===== src/sv/lsf_pkg.sv =====
package lsf_pkg;

    localparam int DefMaxSamples = 1024;
    localparam int DefSampleBits = 16;
    localparam int InW           = 16;
    localparam int OutW          = 48;
    localparam int FracBits      = 16;

    localparam logic [1:0] StOk      = 2'd0;
    localparam logic [1:0] StZeroDen = 2'd1;
    localparam logic [1:0] StTooMany = 2'd2;
    localparam logic [1:0] StSat     = 2'd3;

    typedef struct packed {
        logic signed [InW-1:0] x_value;
        logic signed [InW-1:0] y_value;
        logic                  last;
    } t_in_word;

    typedef struct packed {
        logic signed [OutW-1:0] slope;
        logic signed [OutW-1:0] intercept;
        logic [1:0]             status;
    } t_out_word;

    function automatic int cnt_w(input int max_samples);
        return $clog2(max_samples + 1);
    endfunction

    function automatic int sum_w(input int max_samples, input int sample_bits);
        return sample_bits + cnt_w(max_samples);
    endfunction

    function automatic int sq_w(input int max_samples, input int sample_bits);
        return 2 * sample_bits + cnt_w(max_samples);
    endfunction

    function automatic int rec_w(input int max_samples, input int sample_bits);
        return 1 + cnt_w(max_samples) + 2 * sum_w(max_samples, sample_bits)
            + 2 * sq_w(max_samples, sample_bits);
    endfunction

endpackage


===== src/sv/lsf_front.sv =====
module lsf_front #(
    parameter int MAX_SAMPLES = 1024,
    parameter int SAMPLE_BITS = 16
) (
    input  logic                 i_clk,
    input  logic                 i_rst_n,
    input  logic                 i_valid,
    output logic                 o_ready,
    input  lsf_pkg::t_in_word    i_word,
    output logic                 o_q_valid,
    input  logic                 i_q_ready,
    output logic [lsf_pkg::rec_w(MAX_SAMPLES, SAMPLE_BITS)-1:0] o_rec
);
    import lsf_pkg::*;

    localparam int CW  = cnt_w(MAX_SAMPLES);
    localparam int SW  = sum_w(MAX_SAMPLES, SAMPLE_BITS);
    localparam int QW  = sq_w(MAX_SAMPLES, SAMPLE_BITS);
    localparam int PBW = 2 * SAMPLE_BITS;

    logic                          r_s1_vld;
    logic                          r_s1_last;
    logic signed [SAMPLE_BITS-1:0] r_s1_x;
    logic signed [SAMPLE_BITS-1:0] r_s1_y;
    logic signed [PBW-1:0]         r_s1_xx;
    logic signed [PBW-1:0]         r_s1_xy;

    logic signed [SAMPLE_BITS-1:0] x_s;
    logic signed [SAMPLE_BITS-1:0] y_s;
    logic signed [PBW-1:0]         xx_p;
    logic signed [PBW-1:0]         xy_p;

    logic [CW-1:0]        r_cnt, n_cnt;
    logic signed [SW-1:0] r_sx, n_sx, r_sy, n_sy;
    logic signed [QW-1:0] r_sxx, n_sxx, r_sxy, n_sxy;
    logic                 r_ovf, n_ovf;
    logic                 full;
    logic                 s1_go;

    assign x_s  = $signed(i_word.x_value[SAMPLE_BITS-1:0]);
    assign y_s  = $signed(i_word.y_value[SAMPLE_BITS-1:0]);
    assign xx_p = x_s * x_s;
    assign xy_p = x_s * y_s;

    assign s1_go   = r_s1_vld && (!r_s1_last || i_q_ready);
    assign o_ready = !r_s1_vld || s1_go;

    always_ff @(posedge i_clk) begin
        if (!i_rst_n) begin
            r_s1_vld <= 1'b0;
        end else if (o_ready) begin
            r_s1_vld <= i_valid;
        end
        if (o_ready && i_valid) begin
            r_s1_x    <= x_s;
            r_s1_y    <= y_s;
            r_s1_xx   <= xx_p;
            r_s1_xy   <= xy_p;
            r_s1_last <= i_word.last;
        end
    end

    always_comb begin
        full  = r_cnt >= CW'(MAX_SAMPLES);
        n_ovf = r_ovf | full;
        if (full) begin
            n_cnt = r_cnt;
            n_sx  = r_sx;
            n_sy  = r_sy;
            n_sxx = r_sxx;
            n_sxy = r_sxy;
        end else begin
            n_cnt = r_cnt + CW'(1);
            n_sx  = r_sx + SW'(r_s1_x);
            n_sy  = r_sy + SW'(r_s1_y);
            n_sxx = r_sxx + QW'(r_s1_xx);
            n_sxy = r_sxy + QW'(r_s1_xy);
        end
    end

    assign o_q_valid = s1_go && r_s1_last;
    assign o_rec     = {n_ovf, n_cnt, n_sx, n_sy, n_sxx, n_sxy};

    always_ff @(posedge i_clk) begin
        if (!i_rst_n) begin
            r_cnt <= '0;
            r_sx  <= '0;
            r_sy  <= '0;
            r_sxx <= '0;
            r_sxy <= '0;
            r_ovf <= 1'b0;
        end else if (s1_go) begin
            if (r_s1_last) begin
                r_cnt <= '0;
                r_sx  <= '0;
                r_sy  <= '0;
                r_sxx <= '0;
                r_sxy <= '0;
                r_ovf <= 1'b0;
            end else begin
                r_cnt <= n_cnt;
                r_sx  <= n_sx;
                r_sy  <= n_sy;
                r_sxx <= n_sxx;
                r_sxy <= n_sxy;
                r_ovf <= n_ovf;
            end
        end
    end

endmodule


===== src/sv/lsf_queue.sv =====
module lsf_queue #(
    parameter int W = 8
) (
    input  logic         i_clk,
    input  logic         i_rst_n,
    input  logic         i_valid,
    output logic         o_ready,
    input  logic [W-1:0] i_data,
    output logic         o_valid,
    input  logic         i_ready,
    output logic [W-1:0] o_data
);
    localparam int DEPTH = 2;
    localparam int AW    = $clog2(DEPTH);

    logic [W-1:0] r_mem [DEPTH];
    logic [AW-1:0] r_wp, r_rp;
    logic [AW:0]   r_cnt;
    logic          push, pop;

    assign o_ready = r_cnt != (AW+1)'(DEPTH);
    assign o_valid = r_cnt != '0;
    assign o_data  = r_mem[r_rp];
    assign push    = i_valid && o_ready;
    assign pop     = o_valid && i_ready;

    always_ff @(posedge i_clk) begin
        if (!i_rst_n) begin
            r_wp  <= '0;
            r_rp  <= '0;
            r_cnt <= '0;
        end else begin
            if (push) begin
                r_wp <= r_wp + AW'(1);
            end
            if (pop) begin
                r_rp <= r_rp + AW'(1);
            end
            if (push && !pop) begin
                r_cnt <= r_cnt + (AW+1)'(1);
            end else if (pop && !push) begin
                r_cnt <= r_cnt - (AW+1)'(1);
            end
        end
        if (push) begin
            r_mem[r_wp] <= i_data;
        end
    end

endmodule


===== src/sv/lsf_back.sv =====
module lsf_back #(
    parameter int MAX_SAMPLES = 1024,
    parameter int SAMPLE_BITS = 16
) (
    input  logic               i_clk,
    input  logic               i_rst_n,
    input  logic               i_q_valid,
    output logic               o_q_ready,
    input  logic [lsf_pkg::rec_w(MAX_SAMPLES, SAMPLE_BITS)-1:0] i_rec,
    output logic               o_valid,
    input  logic               i_ready,
    output lsf_pkg::t_out_word o_word
);
    import lsf_pkg::*;

    localparam int CW = cnt_w(MAX_SAMPLES);
    localparam int SW = sum_w(MAX_SAMPLES, SAMPLE_BITS);
    localparam int QW = sq_w(MAX_SAMPLES, SAMPLE_BITS);
    localparam int MW = QW;
    localparam int PW = 2 * MW;
    localparam int NW = PW + 1;
    localparam int DW = NW + FracBits;
    localparam int KW = $clog2(DW + 1);

    localparam logic [2:0] OpNSxx  = 3'd0;
    localparam logic [2:0] OpSxSx  = 3'd1;
    localparam logic [2:0] OpNSxy  = 3'd2;
    localparam logic [2:0] OpSxSy  = 3'd3;
    localparam logic [2:0] OpSySxx = 3'd4;
    localparam logic [2:0] OpSxSxy = 3'd5;

    typedef enum logic [6:0] {
        S_IDLE = 7'b0000001,
        S_MLD  = 7'b0000010,
        S_MUL  = 7'b0000100,
        S_MACC = 7'b0001000,
        S_DLD  = 7'b0010000,
        S_DIV  = 7'b0100000,
        S_OUT  = 7'b1000000
    } t_state;

    t_state r_state;
    logic   r_dfin;

    logic                 rec_ovf;
    logic [CW-1:0]        rec_cnt;
    logic signed [SW-1:0] rec_sx, rec_sy;
    logic signed [QW-1:0] rec_sxx, rec_sxy;

    logic [CW-1:0]        r_n;
    logic signed [SW-1:0] r_sx, r_sy;
    logic signed [QW-1:0] r_sxx, r_sxy;

    logic [2:0]           r_op;
    logic signed [MW-1:0] op_a, op_b;
    logic [MW-1:0]        mag_a, mag_b;
    logic [PW-1:0]        r_ma, r_mp;
    logic [MW-1:0]        r_mb;
    logic                 r_mneg;
    logic [KW-1:0]        r_k;

    logic [NW-1:0] r_den, r_nb, r_na;
    logic [NW-1:0] prod, tgt, tgt_upd;

    logic          r_dsel;
    logic          r_qneg;
    logic [DW-1:0] r_dvd;
    logic [NW-1:0] r_rem, r_dabs;
    logic [NW-1:0] num, num_abs, den_abs;
    logic [NW:0]   trial, diff;
    logic          ge;

    logic [OutW-1:0] lim, qmag, qres;
    logic            sat;

    logic [OutW-1:0] r_slope, r_icpt;
    logic [1:0]      r_status;
    logic            r_sat;

    assign {rec_ovf, rec_cnt, rec_sx, rec_sy, rec_sxx, rec_sxy} = i_rec;

    assign o_q_ready        = r_state == S_IDLE;
    assign o_valid          = r_state == S_OUT;
    assign o_word.slope     = r_slope;
    assign o_word.intercept = r_icpt;
    assign o_word.status    = r_status;

    always_comb begin
        unique case (r_op)
            OpNSxx: begin
                op_a = MW'($signed({1'b0, r_n}));
                op_b = MW'(r_sxx);
            end
            OpSxSx: begin
                op_a = MW'(r_sx);
                op_b = MW'(r_sx);
            end
            OpNSxy: begin
                op_a = MW'($signed({1'b0, r_n}));
                op_b = MW'(r_sxy);
            end
            OpSxSy: begin
                op_a = MW'(r_sx);
                op_b = MW'(r_sy);
            end
            OpSySxx: begin
                op_a = MW'(r_sy);
                op_b = MW'(r_sxx);
            end
            OpSxSxy: begin
                op_a = MW'(r_sx);
                op_b = MW'(r_sxy);
            end
            default: begin
                op_a = '0;
                op_b = '0;
            end
        endcase
        mag_a = op_a[MW-1] ? -op_a : op_a;
        mag_b = op_b[MW-1] ? -op_b : op_b;
    end

    always_comb begin
        prod = r_mneg ? -NW'(r_mp) : NW'(r_mp);
        case (r_op[2:1])
            2'd0:    tgt = r_den;
            2'd1:    tgt = r_nb;
            default: tgt = r_na;
        endcase
        tgt_upd = r_op[0] ? tgt - prod : tgt + prod;
    end

    always_comb begin
        num     = r_dsel ? r_na : r_nb;
        num_abs = num[NW-1] ? -num : num;
        den_abs = r_den[NW-1] ? -r_den : r_den;
        trial   = {r_rem, r_dvd[DW-1]};
        diff    = trial - {1'b0, r_dabs};
        ge      = trial >= {1'b0, r_dabs};
        lim     = r_qneg ? {1'b1, {(OutW-1){1'b0}}} : {1'b0, {(OutW-1){1'b1}}};
        sat     = r_dvd > DW'(lim);
        qmag    = sat ? lim : r_dvd[OutW-1:0];
        qres    = r_qneg ? -qmag : qmag;
    end

    always_ff @(posedge i_clk) begin
        if (!i_rst_n) begin
            r_state <= S_IDLE;
            r_dfin  <= 1'b0;
        end else begin
            r_dfin <= 1'b0;
            unique case (r_state)
                S_IDLE: begin
                    if (i_q_valid) begin
                        r_state <= rec_ovf ? S_OUT : S_MLD;
                    end
                end
                S_MLD: begin
                    r_state <= S_MUL;
                end
                S_MUL: begin
                    if (r_k == KW'(1)) begin
                        r_state <= S_MACC;
                    end
                end
                S_MACC: begin
                    if (r_op == OpSxSxy) begin
                        r_state <= (r_den == '0) ? S_OUT : S_DLD;
                    end else begin
                        r_state <= S_MLD;
                    end
                end
                S_DLD: begin
                    r_state <= S_DIV;
                end
                S_DIV: begin
                    if (r_dfin) begin
                        r_state <= r_dsel ? S_OUT : S_DLD;
                    end else if (r_k == KW'(1)) begin
                        r_dfin <= 1'b1;
                    end
                end
                S_OUT: begin
                    if (i_ready) begin
                        r_state <= S_IDLE;
                    end
                end
                default: r_state <= S_IDLE;
            endcase
        end
    end

    always_ff @(posedge i_clk) begin
        unique case (r_state)
            S_IDLE: begin
                r_n    <= rec_cnt;
                r_sx   <= rec_sx;
                r_sy   <= rec_sy;
                r_sxx  <= rec_sxx;
                r_sxy  <= rec_sxy;
                r_den  <= '0;
                r_nb   <= '0;
                r_na   <= '0;
                r_op   <= OpNSxx;
                r_dsel <= 1'b0;
                r_sat  <= 1'b0;
                if (i_q_valid && rec_ovf) begin
                    r_slope  <= '0;
                    r_icpt   <= '0;
                    r_status <= StTooMany;
                end
            end
            S_MLD: begin
                r_ma   <= PW'(mag_a);
                r_mb   <= mag_b;
                r_mp   <= '0;
                r_mneg <= op_a[MW-1] ^ op_b[MW-1];
                r_k    <= KW'(MW);
            end
            S_MUL: begin
                if (r_mb[0]) begin
                    r_mp <= r_mp + r_ma;
                end
                r_ma <= r_ma << 1;
                r_mb <= r_mb >> 1;
                r_k  <= r_k - KW'(1);
            end
            S_MACC: begin
                case (r_op[2:1])
                    2'd0:    r_den <= tgt_upd;
                    2'd1:    r_nb  <= tgt_upd;
                    default: r_na  <= tgt_upd;
                endcase
                r_op <= r_op + 3'd1;
                if (r_op == OpSxSxy && r_den == '0) begin
                    r_slope  <= '0;
                    r_icpt   <= '0;
                    r_status <= StZeroDen;
                end
            end
            S_DLD: begin
                r_dvd  <= {num_abs, {FracBits{1'b0}}};
                r_rem  <= '0;
                r_dabs <= den_abs;
                r_qneg <= num[NW-1] ^ r_den[NW-1];
                r_k    <= KW'(DW);
            end
            S_DIV: begin
                if (r_dfin) begin
                    if (r_dsel) begin
                        r_icpt   <= qres;
                        r_status <= (r_sat || sat) ? StSat : StOk;
                    end else begin
                        r_slope <= qres;
                    end
                    r_sat  <= r_sat | sat;
                    r_dsel <= 1'b1;
                end else begin
                    r_rem <= ge ? diff[NW-1:0] : trial[NW-1:0];
                    r_dvd <= {r_dvd[DW-2:0], ge};
                    r_k   <= r_k - KW'(1);
                end
            end
            S_OUT: begin
            end
            default: begin
            end
        endcase
    end

endmodule


===== src/sv/least_squares_line_fit_top.sv =====
// Least-squares line fit over a stream of (x, y) sample words.
// The input channel (i_in_valid, o_in_ready, i_in_word) takes one sample pair
// per word; the low SAMPLE_BITS bits of each field are read as signed values.
// Accumulation of count, sum x, sum y, sum x*x and sum x*y runs at one word
// per cycle in a two-stage front end, unless a closing word waits for the queue.
// A word with last set closes the data set and hands a snapshot of the sums
// to a two-entry queue, after which the sums clear and the next set starts.
// The back end computes the fit with one shift-add multiplier and one
// restoring divider, each retiring one bit per cycle. The multiplier works on
// M = 2*SAMPLE_BITS + clog2(MAX_SAMPLES+1) bit operands and the divider on a
// D = 2*M + 17 bit dividend.
// The front end keeps taking words while fits are in progress and stalls
// only when the queue already holds two finished data sets.
// The result word (slope, intercept, status) is held on o_out_word with
// o_out_valid high until i_out_ready takes it; the back end waits meanwhile.
// Synchronous active-low reset clears all sums and empties the queue.
module least_squares_line_fit_top #(
    parameter int MAX_SAMPLES = lsf_pkg::DefMaxSamples,
    parameter int SAMPLE_BITS = lsf_pkg::DefSampleBits
) (
    input  logic               i_clk,
    input  logic               i_rst_n,
    input  logic               i_in_valid,
    output logic               o_in_ready,
    input  lsf_pkg::t_in_word  i_in_word,
    output logic               o_out_valid,
    input  logic               i_out_ready,
    output lsf_pkg::t_out_word o_out_word
);
    import lsf_pkg::*;

    localparam int RW = rec_w(MAX_SAMPLES, SAMPLE_BITS);

    logic          fq_valid, fq_ready;
    logic [RW-1:0] fq_rec;
    logic          qb_valid, qb_ready;
    logic [RW-1:0] qb_rec;

    lsf_front #(
        .MAX_SAMPLES(MAX_SAMPLES),
        .SAMPLE_BITS(SAMPLE_BITS)
    ) u_front (
        .i_clk     (i_clk),
        .i_rst_n   (i_rst_n),
        .i_valid   (i_in_valid),
        .o_ready   (o_in_ready),
        .i_word    (i_in_word),
        .o_q_valid (fq_valid),
        .i_q_ready (fq_ready),
        .o_rec     (fq_rec)
    );

    lsf_queue #(
        .W(RW)
    ) u_queue (
        .i_clk   (i_clk),
        .i_rst_n (i_rst_n),
        .i_valid (fq_valid),
        .o_ready (fq_ready),
        .i_data  (fq_rec),
        .o_valid (qb_valid),
        .i_ready (qb_ready),
        .o_data  (qb_rec)
    );

    lsf_back #(
        .MAX_SAMPLES(MAX_SAMPLES),
        .SAMPLE_BITS(SAMPLE_BITS)
    ) u_back (
        .i_clk     (i_clk),
        .i_rst_n   (i_rst_n),
        .i_q_valid (qb_valid),
        .o_q_ready (qb_ready),
        .i_rec     (qb_rec),
        .o_valid   (o_out_valid),
        .i_ready   (i_out_ready),
        .o_word    (o_out_word)
    );

endmodule


===== config.mk =====
export PLATFORM = sky130hd
export DESIGN_NAME = least_squares_line_fit_top
export DESIGN_NICKNAME = d
export VERILOG_FILES = /design/src/sv/lsf_pkg.sv /design/src/sv/lsf_front.sv /design/src/sv/lsf_queue.sv /design/src/sv/lsf_back.sv /design/src/sv/least_squares_line_fit_top.sv
export SDC_FILE = /design/constraint.sdc
export NUM_CORES = 2
export LEC_CHECK = 0
export BUFFER_PORTS_ARGS = -buffer_cell sky130_fd_sc_hd__buf_2
export CAP_MARGIN = 20
export CORE_ASPECT_RATIO = 1.5
export CORE_UTILIZATION = 55
export CTS_BUF_LIST = sky130_fd_sc_hd__clkbuf_8
export CTS_CLUSTER_SIZE = 12
export DETAILED_ROUTE_END_ITERATION = 10
export PLACE_DENSITY_LB_ADDON = 0.08
export SYNTH_ARGS = -nofsm -noshare
export SYNTH_HDL_FRONTEND = slang
export SYNTH_SLANG_ARGS = --single-unit

===== constraint.sdc =====
create_clock -name i_clk -period 17.4 [get_ports i_clk]
set_clock_uncertainty 0.05 [all_clocks]
set_input_delay 4.35 -clock i_clk [delete_from_list [all_inputs] [get_ports i_clk]]
set_output_delay 4.35 -clock i_clk [all_outputs]
set_load 0.005 [all_outputs]

==> reports/qor.yml <==
grt-ovfl-total: 0
clock_path_buffers: 4
ys_seq_area_share_pct: 40.64
fin_crit_ns: 10.99
path_clk_slew_ns: 0.07
drive_gt1_share_pct: 7.902
ys.flop_type: "edfxtp_1"
crit_type: "input port to register"
fin_ws_ns: 6.406
crit_top_cell: "fa_1"
synth_cells: 11240
avgSynthCellArea_um2: 10.03
area_delta_synth_final_pct: 7.423
drtIter0Drc: 5364
drt-total-wl_mm: 315.6
worstRegToRegCells: 24
synth_nets: 12410
layout.nets: 12410
whs_ns: 0.4244
p_per_area_nw_per_um2: 198.3
status: "complete, no violations"
initial_core_util_pct: 55.34
cts_inserted_buffers: 248
register_area_um2: 45820
finalSetupViolCount: 0
cts_hold_buf: 0
wire_per_inst_um: 22.36
crit_path_end: "u_front.r_s1_xx[31]"
synth-edff-count: 1415
ys_warn_count: 0
ios: 137
grt_antenna_before_repair: 5
ir_worst_vdd_mv: 0.2604
drt_pass1_iterations: 6
dieWidth_um: 371.6
num_rows: 203
fmax_ghz: 0.09096
worst_ep_arrival_time_ns: 11.69
drc: 0
ys_types: 98
period_share_pct: 63.18
relSlewSlack_pct: 10.39
cp_max_fo: 33
antenna_left: 0
hold-path-cell-count: 2
grt_pass1_vias: 87000
worstPathRequired_ns: 18.09
cp_slowest_stage_delay_ns: 0.75
tightest_slew_ns: 1.332
start_kind: "input port"
nFillCells: 17410
p_leak_nw: 47.57
slowest_stage: "fa_1"
tns_ns: 0
core-area_um2: 203700
clock_latency_ns: 1.03
hp-class: "register to register"
cap_violations: 0
dp_hpwl_mm: 242.2
hold_viol_final: 0
grt_pass1_wl_mm: 484.8
gp_routability_congestion: 0.9822
maxSlewViolCount: 0
multi_input_area_um2: 62100
endpoint_kind: "register"
cts-htree-levels: 4
rsz0062_at_grt: "no"
cts_tree: "done"
synthArstFlopShare_pct: 0
reg2reg_to: "u_back.r_na[86]"
netlist_area_um2: 112700
post_cts_buffers: 0
port-buffer-count: 136
grt_usage_pct: 30.20
die_y_um: 556.5
viasPerCell: 5.962
grt_max_degree: 127
numClockSinks: 1581
dieArea_um2: 206800
ys_seq_elements: 1581
worst-r2r-setup-slack_ns: 8.65
post_cts_resized: 0
pre_cts_ws_ns: 5.326
dr_total_vias: 84130
critPathLaunch: "i_in_word[20]"
r2r-start: "u_back.r_mp[19]"
root_buffer: "clkbuf_8"
## worst min path at each step
stage | startpoint | end | slack, ns
6_report | u_front.r_sxx[0] | u_front.r_sxx[0] | 0.42
5_1_grt | u_front.r_sxx[0] | u_front.r_sxx[0] | 0.44
4_1_cts | u_front.r_sxx[0] | u_front.r_sxx[0] | 0.42
3_5_place_dp | u_front.r_sxx[0] | u_front.r_sxx[0] | 0.42
3_3_place_gp | u_front.r_sxy[0] | u_front.r_sxy[0] | 0.41
2_1_floorplan | u_front.r_sx[0] | u_front.r_sx[0] | 0.40
## logic make-up after synthesis
family	after synthesis	synth area share, %
AOI/OAI and AO/OA	2702	15.02
xor gates and xnor gates	863	6.712
buffers and inverters	1323	4.430
adders and majority gates	1134	15.97
muxes	348	3.283
and+or+nand+nor	3290	13.94
DFF	1581	40.64
## power by group
part / total (W) / internal, W / switching, W
clock network: 0.00332 / 0.00176 / 0.00155
registers: 0.00655 / 0.00592 / 0.000636
logic: 0.0141 / 0.00570 / 0.00845
total: 0.0240 / 0.0134 / 0.0106
## sequential cells by signal, indices dropped and copies added, names as in the netlist, 31 cells and up, named ones only
| signal | flops |
|---|---|
| u_back.r_dabs | 87 |
| u_front.r_s1_xy | 32 |
| u_back.r_mp | 86 |
| u_back.r_mb | 43 |
| u_back.r_rem | 87 |
| u_back.r_ma | 86 |
| u_front.r_s1_xx | 31 |
| u_front.r_sxy | 43 |
| u_front.r_sxx | 43 |
| u_back.r_dvd | 103 |
| u_back.r_slope | 48 |
| u_back.r_den | 87 |
| u_back.r_sxy | 43 |
| u_queue.r_mem | 304 |
| u_back.r_nb | 87 |
| u_back.r_icpt | 48 |
| u_back.r_na | 87 |
| u_back.r_sxx | 43 |
## synthesized netlist by cell type, types with 349 or more instances
cell type / number / area (µm²)
nand2_1: 1160 / 4354
fa_1: 508 / 10170
a21oi_1: 722 / 3613
o21ai_0: 769 / 3849
xnor2_1: 513 / 4493
clkbuf_1: 454 / 1704
inv_1: 803 / 3014
edfxtp_1: 1415 / 42490
nor2_1: 799 / 2999
ha_1: 626 / 7833
xor2_1: 349 / 3057
## worst max-delay path, delay by kind of cell
family / cells / cell delay, ns
AO/OA/AOI/OAI: 8 / 1.35
XOR/XNOR: 1 / 0.07
adder cells (fa/ha/maj): 7 / 3.77
buffers and inverters: 6 / 1.34
AND/OR/NAND/NOR: 3 / 0.76
## placed cells by master, fill, tap and decap left out, drive strengths merged, types with 87 or more instances in the layout
cell type | netlist | routed
edfxtp | 1415 | 1415
dfxtp | 166 | 166
xor2 | 349 | 349
a22oi | 106 | 106
nor3 | 171 | 171
nand2 | 1160 | 1160
o21bai | 93 | 93
nand4 | 115 | 115
a21oi | 722 | 722
nand3 | 149 | 149
inv | 803 | 876
nand2b | 106 | 106
a31oi | 103 | 103
fa | 508 | 508
o21ai | 771 | 771
and2 | 294 | 294
a21o | 291 | 291
xnor2 | 514 | 514
mux2 | 174 | 174
and3 | 87 | 87
buf | 62 | 261
nor2 | 800 | 800
clkbuf | 455 | 264
o31ai | 104 | 104
ha | 626 | 626
mux2i | 174 | 174
## per-layer routing
metal | up-vias | global-route usage [%] | part of all wire [%] | wire length [µm]
met1 | 40950 | 30.63 | 35 | 111700
met3 | 883 | 2.854 | 3.3 | 10280
li1 | 40140 | - | - | -
met5 | - | 0 | 0.0038 | 12
met2 | 2150 | 57.43 | 54 | 169700
met4 | 2 | 20.69 | 7.6 | 23990
## metrics by stage
| stage | cell area [µm²] | instances | util (%) | total power (W) |
|---|---|---|---|---|
| 2_1_floorplan | 112700 | 11240 | - | 0.01706 |
| 3_3_place_gp | 115900 | 13650 | 56.92 | 0.02038 |
| 3_5_place_dp | 115900 | 13650 | 56.92 | 0.02071 |
| 4_1_cts | 121100 | 14100 | 59.43 | 0.02409 |
| 5_1_grt | 121100 | 14110 | 59.44 | 0.02585 |
| 6_report | 121100 | 14110 | 59.45 | 0.02402 |
## final cells by class
class	count	share of cell area, %
antenna	7	0.01447
clock buffer	264	3.001
clock inverter	191	1.231
inverter	806	2.510
multi-input combinational	8337	51.28
sequential	1581	37.84
tap	2665	2.754
timing repair buffer	261	1.368
(Power assumes the default switching activity.)
